File: config.mk
export PLATFORM = sky130hd
export DESIGN_NAME = wcts_sel
export DESIGN_NICKNAME = d
export VERILOG_FILES = /design/src/rtl/wcts_pkg.sv /design/src/rtl/wcts_sel.sv
export SDC_FILE = /design/constraint.sdc
export NUM_CORES = 1
export LEC_CHECK = 0
export BUFFER_PORTS_ARGS = -buffer_cell sky130_fd_sc_hd__buf_2
export CAP_MARGIN = 15
export CORE_MARGIN = 4
export CORE_UTILIZATION = 45
export CTS_CLUSTER_SIZE = 16
export DETAILED_ROUTE_END_ITERATION = 16
export GPL_ROUTABILITY_DRIVEN = 0
export PLACE_DENSITY = 0.79
export SKIP_LAST_GASP = 1
export SYNTH_ARGS = -nofsm -noshare
export SYNTH_HDL_FRONTEND = slang
export SYNTH_SLANG_ARGS = --single-unit
export TNS_END_PERCENT = 1
File: constraint.sdc
create_clock -name clock -period 2.8 [get_ports clock]
set_input_delay 0.14 -clock clock [delete_from_list [all_inputs] [get_ports clock]]
set_output_delay 0.14 -clock clock [all_outputs]
set_load 0.02 [all_outputs]
File: src/rtl/wcts_pkg.sv
// ----------------------------------------------------------------------------
// wcts_pkg
// Shared widths, codes and types of the wall contact time solver.
// ----------------------------------------------------------------------------
package wcts_pkg;

   localparam int FRAC_BITS = 16;

   localparam int XW       = 32;              // coordinate and register width
   localparam int RADW     = 31;              // radius width
   localparam int SW       = XW + 2;          // gap width, signed
   localparam int UW       = XW + 1;          // rate and acceleration width, signed
   localparam int MW       = XW;              // magnitude of rate or acceleration
   localparam int SPLIT    = SW / 2;          // low slice of the gap magnitude
   localparam int PHW      = SW - SPLIT;      // high slice of the gap magnitude
   localparam int UUW      = 2 * MW;          // rate squared
   localparam int PLW      = MW + SPLIT;
   localparam int PHPW     = MW + PHW;
   localparam int DW       = 2 * SW;          // discriminant width
   localparam int QW       = DW / 2;          // square root width
   localparam int RW       = QW + 3;          // square root remainder width
   localparam int NSW      = QW + 2;          // root numerator width, signed
   localparam int NW       = NSW + FRAC_BITS; // scaled numerator magnitude
   localparam int TW       = 32;              // time width
   localparam int DIV_LAT  = TW + 1;          // divider register stages
   localparam int NWALLS   = 4;
   localparam int CSR_IW   = 2;

   localparam logic signed [63:0] TIME_LIMIT = 64'sd10000000 <<< FRAC_BITS;

   localparam logic [XW-1:0] BOX_LEFT_RESET   = 32'd0;
   localparam logic [XW-1:0] BOX_RIGHT_RESET  = 32'd6553600;
   localparam logic [XW-1:0] BOX_BOTTOM_RESET = 32'd0;
   localparam logic [XW-1:0] BOX_TOP_RESET    = 32'd6553600;

   typedef enum logic [CSR_IW-1:0] {
      CSR_BOX_LEFT   = 2'd0,
      CSR_BOX_RIGHT  = 2'd1,
      CSR_BOX_BOTTOM = 2'd2,
      CSR_BOX_TOP    = 2'd3
   } csr_index_type;

   typedef enum logic [2:0] {
      WALL_NONE    = 3'd0,
      WALL_UPPER_X = 3'd1,
      WALL_LOWER_X = 3'd2,
      WALL_UPPER_Y = 3'd3,
      WALL_LOWER_Y = 3'd4
   } wall_code_type;

   typedef struct packed {
      logic                 lin;
      logic                 uneg;
      logic                 aneg;
      logic                 ppos;
      logic signed [UW-1:0] u;
      logic signed [SW-1:0] s;
      logic [MW-1:0]        um;
      logic [MW-1:0]        am;
   } wall_side_type;

   typedef struct packed {
      logic                 ok;
      logic signed [TW-1:0] t;
   } wall_res_type;

   typedef struct packed {
      logic                 ok;
      logic signed [TW-1:0] t;
      wall_code_type        code;
   } pick_type;

endpackage

File: src/rtl/wcts_sel.sv
// ----------------------------------------------------------------------------
// wcts_sel
// Two-level registered pick of the earliest wall; earlier wall wins a tie.
// ----------------------------------------------------------------------------
module wcts_sel (
   input  logic                          clock,
   input  logic                          reset,
   input  logic                          en,
   input  logic                          in_valid,
   input  wcts_pkg::wall_res_type        res [wcts_pkg::NWALLS],
   output logic                          out_valid,
   output logic                          hit,
   output logic signed [wcts_pkg::TW-1:0] contact_time,
   output wcts_pkg::wall_code_type       wall_code
);
   import wcts_pkg::*;

   function automatic pick_type choose(pick_type first, pick_type second);
      pick_type r;
      if (second.ok && (!first.ok || (second.t < first.t))) begin
         r = second;
      end else begin
         r = first;
      end
      return r;
   endfunction

   pick_type w0, w1, w2, w3;
   pick_type px_ff, py_ff, fin;
   logic     v1_ff;

   always_comb begin
      w0 = '{ok: res[0].ok, t: res[0].t, code: WALL_UPPER_X};
      w1 = '{ok: res[1].ok, t: res[1].t, code: WALL_LOWER_X};
      w2 = '{ok: res[2].ok, t: res[2].t, code: WALL_UPPER_Y};
      w3 = '{ok: res[3].ok, t: res[3].t, code: WALL_LOWER_Y};
      fin = choose(px_ff, py_ff);
   end

   always_ff @(posedge clock) begin
      if (reset) begin
         v1_ff     <= 1'b0;
         out_valid <= 1'b0;
      end else if (en) begin
         v1_ff     <= in_valid;
         out_valid <= v1_ff;
      end
   end

   always_ff @(posedge clock) begin
      if (en) begin
         px_ff        <= choose(w0, w1);
         py_ff        <= choose(w2, w3);
         hit          <= fin.ok;
         contact_time <= fin.ok ? fin.t : '0;
         wall_code    <= fin.ok ? fin.code : WALL_NONE;
      end
   end

endmodule

=== Word-level counts from Yosys, hierarchy flattened ===
Index checks and enable logic that the tools add are counted.
Widths: inputs -> output; s select.

* Register bits after elaboration: 110
* Bits of input ports: 136
* Word-level logic and storage cells: 26
* Output and inout port bits: 37

* Order comparisons: 3
* Mux-type cells: 3
* Reductions and logical operators: 9

{| class="wikitable"
|+ Operators by type and width
! cell !! number
|-
| $mux 36 || 3
|-
| $lt 32x32->1 || 3
|-
| $logic_and 1x1->1 || 3
|-
| $logic_not 1->1 || 3
|-
| $logic_or 1x1->1 || 3
|}

=== Depth between registers and ports, before layout ===
* Depth after elaboration: 4
* Gate-level depth with buffers: 11
* Depth with buffers taken out: 10

=== Worst setup path before layout ===
Ideal clock, no wire load.

* Path type: in2reg
* From: input port res[64] (netlist bit)
* To: register py_ff[10] (netlist bit), data pin
* Slack: 0.161 ns
* Cell stages on the path: 9
* Data required time: 2.540 ns
* Library setup time: 0.260 ns
* Path buffers: 1
* Arrival: 2.379 ns
* Cell sequence: inv_1 -> ha_1 -> nand4_1 -> or4_1 -> a311oi_2 -> nor2_2 -> o211ai_4 -> buf_6 -> mux2_2

* Longest elaborated chain between the ends: 4

{| class="wikitable"
|+ Ends and longest elaborated chain
! what !! line !! source
|-
| from (decl) || wcts_sel.sv:10 || <nowiki>input wcts_pkg::wall_res_type res [wcts_pkg::NWALLS],</nowiki>
|-
| $lt 32x32->1 || wcts_sel.sv:20 || <nowiki>if (second.ok && (!first.ok || (second.t < first.t))) begin</nowiki>
|-
| $logic_or 1x1->1 || wcts_sel.sv:20 ||
|-
| $logic_and 1x1->1 || wcts_sel.sv:20 ||
|-
| $mux 36 || wcts_sel.sv:20 ||
|-
| to (signal assigned) || wcts_sel.sv:53 || <nowiki>py_ff <= choose(w2, w3);</nowiki>
|-
| to (decl) || wcts_sel.sv:29 || <nowiki>pick_type px_ff, py_ff, fin;</nowiki>
|}

No other way between the ends.
A chain may end at the register's enable or synchronous reset.

=== Final worst setup path ===
* From: register px_ff[33] (netlist bit)
* To: register contact_time[27] (netlist bit), data pin

* Longest elaborated chain between the ends: 4

{| class="wikitable"
|+ Ends and longest elaborated chain
! what !! line !! source
|-
| from (decl) || wcts_sel.sv:29 ||
|-
| from (signal assigned) || wcts_sel.sv:52 || <nowiki>px_ff <= choose(w0, w1);</nowiki>
|-
| $lt 32x32->1 || wcts_sel.sv:20 ||
|-
| $logic_or 1x1->1 || wcts_sel.sv:20 ||
|-
| $logic_and 1x1->1 || wcts_sel.sv:20 ||
|-
| $mux 36 || wcts_sel.sv:20 ||
|-
| to (signal assigned) || wcts_sel.sv:55 || <nowiki>contact_time <= fin.ok ? fin.t : '0;</nowiki>
|-
| to (decl) || wcts_sel.sv:13 || <nowiki>output logic signed [wcts_pkg::TW-1:0] contact_time,</nowiki>
|}

No other way between the ends.

==> qor.yml <==
status: "finished clean"
via_count: 5185
num_io_pins: 173
synth_edf_count: 106
cts_buffers: 9
cp_cell_sequence: "inv_1 > ha_1 > nand4_1 > nor3_2 > nand2_1 > o211a_1 > or3b_2 > and3_1 > buf_12 > a22o_1"
cp-start-kind: "register"
synth_flop_cell: "edfxtp_1"
fin_crit_sh: 0.977
synth_top_cell_by_area: "edfxtp_1"
fin_worst_skew_ns: 0.0101
clockBufferDepth: 2
wl_per_cell_um: 17.0
seqPwrFrac: 0.450
placementRows: 44
hold_end: "v1_ff"
cts_setup_buffers: 0
rr_worst_depth: 10
critPathSlowestCell: "or3b_2"
end_kind: "register"
yosys.cell_count.top_type: "edfxtp_1"
finalSetupTns_ns: 0
synth-seq-cells: 108
antenna_found_initial: 1
yosys-top-cells-count: "edfxtp_1 (106), inv_1 (98), ha_1 (93), mux2_2 (58), a21oi_1 (39)"
vdd_ir_drop_max_mv: 0.331
crit_path_max_incr_delay_ns: 0.47
netlist_area_um2: 6880
period_minus_slack_ns: 2.74
p_sw_frac: 0.279
setup_ws_ns: 0.0635
syn_nets: 817
dieArea_um2: 17300
pwr-share-clk: 0.291
hold_path.class: "primary input to register"
critical_path.top_delay_family: "simple AND/OR/NAND/NOR gates"
synth_cells: 588
grt_pass1_vias: 5576
fmax_mhz: 365
rrSetupSlack_ns: 0.06
vias_per_cell: 5.31
synth_warnings: 0
grt_max_degree: 53
synth_area_per_cell_um2: 11.7
r2r_start: "px_ff[33]"
die_width_um: 132
dp.cells: 958
ant_nets: 0
drv_slew: 0
io_buffers: 172
grt_pass1_wl_mm: 26.6
fill_cells: 1244
place_ws_ns: -0.236
drt_first_pass_iters: 5
finalSetupViolations: 0
insertion_delay_ns: 0.36
yosysTopAreaCellShare: 0.463
start_util: 0.466
grt_usage: 0.192
route.detailed.drc: 0
p_per_area_nw_per_um2: 551
p_sw_w: 0.00131
critPathArrivalTime_ns: 2.84
nets: 1015
synth_area_leaders: "edfxtp_1 (46%), ha_1 (17%), mux2_2 (9.5%)"
hold_viol: 0
fin_cells: 976
hold-path-cell-count: 3
fp.dieH_um: 132
cts.clk_slew.worst_paths_ns: 0.07
comb_power_share: 0.259
clock_sinks: 108
critPathRequiredTime_ns: 2.91
critPathKind: "register to register"
drt_iter0_drc: 294
final_cell_area_um2: 8500
relSlewSlack: 0.647
drv_cap: 0
path_max_fanout: 33
placed_area_um2: 8150
async_flop_share: 0
power_leakage_nw: 4.05
cts_root_buf: "clkbuf_16"
finalWirelength_mm: 16.6
yosysUniqueCellTypes: 48
rsz0062_at_grt: "yes"
area_growth_pct: 23.5
coreArea_um2: 14800
seq_area_frac_synth: 0.469
reg2reg_to: "contact_time[27]"
p_int_w: 0.00337
dpl.hpwl_mm: 13.4
grt-ovfl-total: 0
min_from: "in_valid"
htreeDepth: 3
cp_num_buf_inv: 2
drive_gt1_frac: 0.363
cts_tree: "built"
worst_pin_slew_ns: 0.516
-- cell type report --
type | instances | area [um2] | area share
Inverter | 99 | 372 | 0.0437
Tap cell | 184 | 230 | 0.0271
Clock buffer | 11 | 233 | 0.0274
Antenna cell | 1 | 2.50 | 0.000295
Sequential cell | 108 | 3220 | 0.379
Timing Repair Buffer | 200 | 1140 | 0.134
Multi-Input combinational cell | 368 | 3220 | 0.379
Clock inverter | 5 | 77.6 | 0.00913
-- routing by layer --
layer	vias up	wire length, um	track usage
met3	22	748	0.0405
met2	124	8520	0.350
met1	2454	7020	0.226
met4	2	274	0.0636
met5	-	20	0
li1	2583	-	-
-- flip-flops by register name, summed over array words and instances (netlist names) --
name	count
contact_time	32
hit	1
out_valid	1
px_ff	35
py_ff	35
v1_ff	1
wall_code	3
-- how the worst max path moves through the flow --
stage / start / to / slack (ns) / cells after the start
6_report: px_ff[33] / contact_time[27] / 0.06 / 10
5_1_grt: px_ff[33] / contact_time[27] / -0.002 / 10
3_5_place_dp: res[129] / px_ff[15] / -0.24 / 12
3_3_place_gp: res[87] / px_ff[17] / -0.15 / 11
4_1_cts: py_ff[5] / contact_time[27] / 0.01 / 9
2_1_floorplan: res[64] / py_ff[10] / 0.16 / 9
-- kinds of logic (layout without fill, tap and decap cells) --
logic type | after synthesis | after routing | synth area share
buffers and inverters | 112 | 315 | 0.0660
AO/OA/AOI/OAI | 120 | 120 | 0.122
XOR/XNOR | 1 | 1 | 0.00127
other | 0 | 1 | 0
AND/OR/NAND/NOR | 90 | 90 | 0.0684
adder cells (fa/ha/maj) | 93 | 93 | 0.169
flip-flops | 108 | 108 | 0.469
multiplexers | 64 | 64 | 0.104
-- timing repair --
item / in CTS / in global routing
endpoints found under the setup margin: 33 / 35
hold endpoints to repair: 2 / 0
gates resized for setup: 1 / 5
pin swaps: 0 / 1
hold buffers: 1 / 0
-- per-stage QoR --
| stage | hold slack [ns] | power (W) | utilization |
|---|---|---|---|
| after detailed placement | 0.320 | 0.00335 | 0.553 |
| after floorplan | 0.212 | 0.00285 | - |
| after global placement | 0.320 | 0.00331 | 0.553 |
| after global routing | 0.0437 | 0.00491 | 0.576 |
| final | 0.0281 | 0.00468 | 0.576 |
| after CTS | 0.0272 | 0.00470 | 0.574 |
-- power groups by stage --
stage                     sequential, W  clock (W)  combinational, W
after floorplan                 0.00222          0          0.000633
after global placement          0.00214          0           0.00117
final                           0.00211    0.00136           0.00121
after global routing            0.00213    0.00144           0.00135
after detailed placement        0.00214          0           0.00120
after CTS                       0.00211    0.00138           0.00121
-- worst register-to-register path: cells and delay by family (launching register included) --
family	cells	cell delay, ns
and+or+nand+nor	5	1.16
AOI/OAI and AO/OA	2	0.40
adders and majority gates	1	0.30
buffers and inverters	2	0.24
DFF	1	0.38
-- cell usage in the layout, fill, tap and decap left out, types with 5 or more instances in the layout --
| cell type | count |
|---|---|
| ha_1 | 93 |
| or2_2 | 5 |
| a21o_1 | 8 |
| mux2_2 | 58 |
| buf_4 | 23 |
| a22o_1 | 35 |
| inv_1 | 98 |
| edfxtp_1 | 106 |
| clkbuf_16 | 9 |
| buf_2 | 171 |
| buf_12 | 5 |
| nand3_1 | 9 |
| nand4_1 | 13 |
| o21ai_0 | 18 |
| nor2_1 | 8 |
| a21oi_1 | 38 |
| nand2_1 | 29 |
No activity file was read; power rests on OpenSTA's default activity.
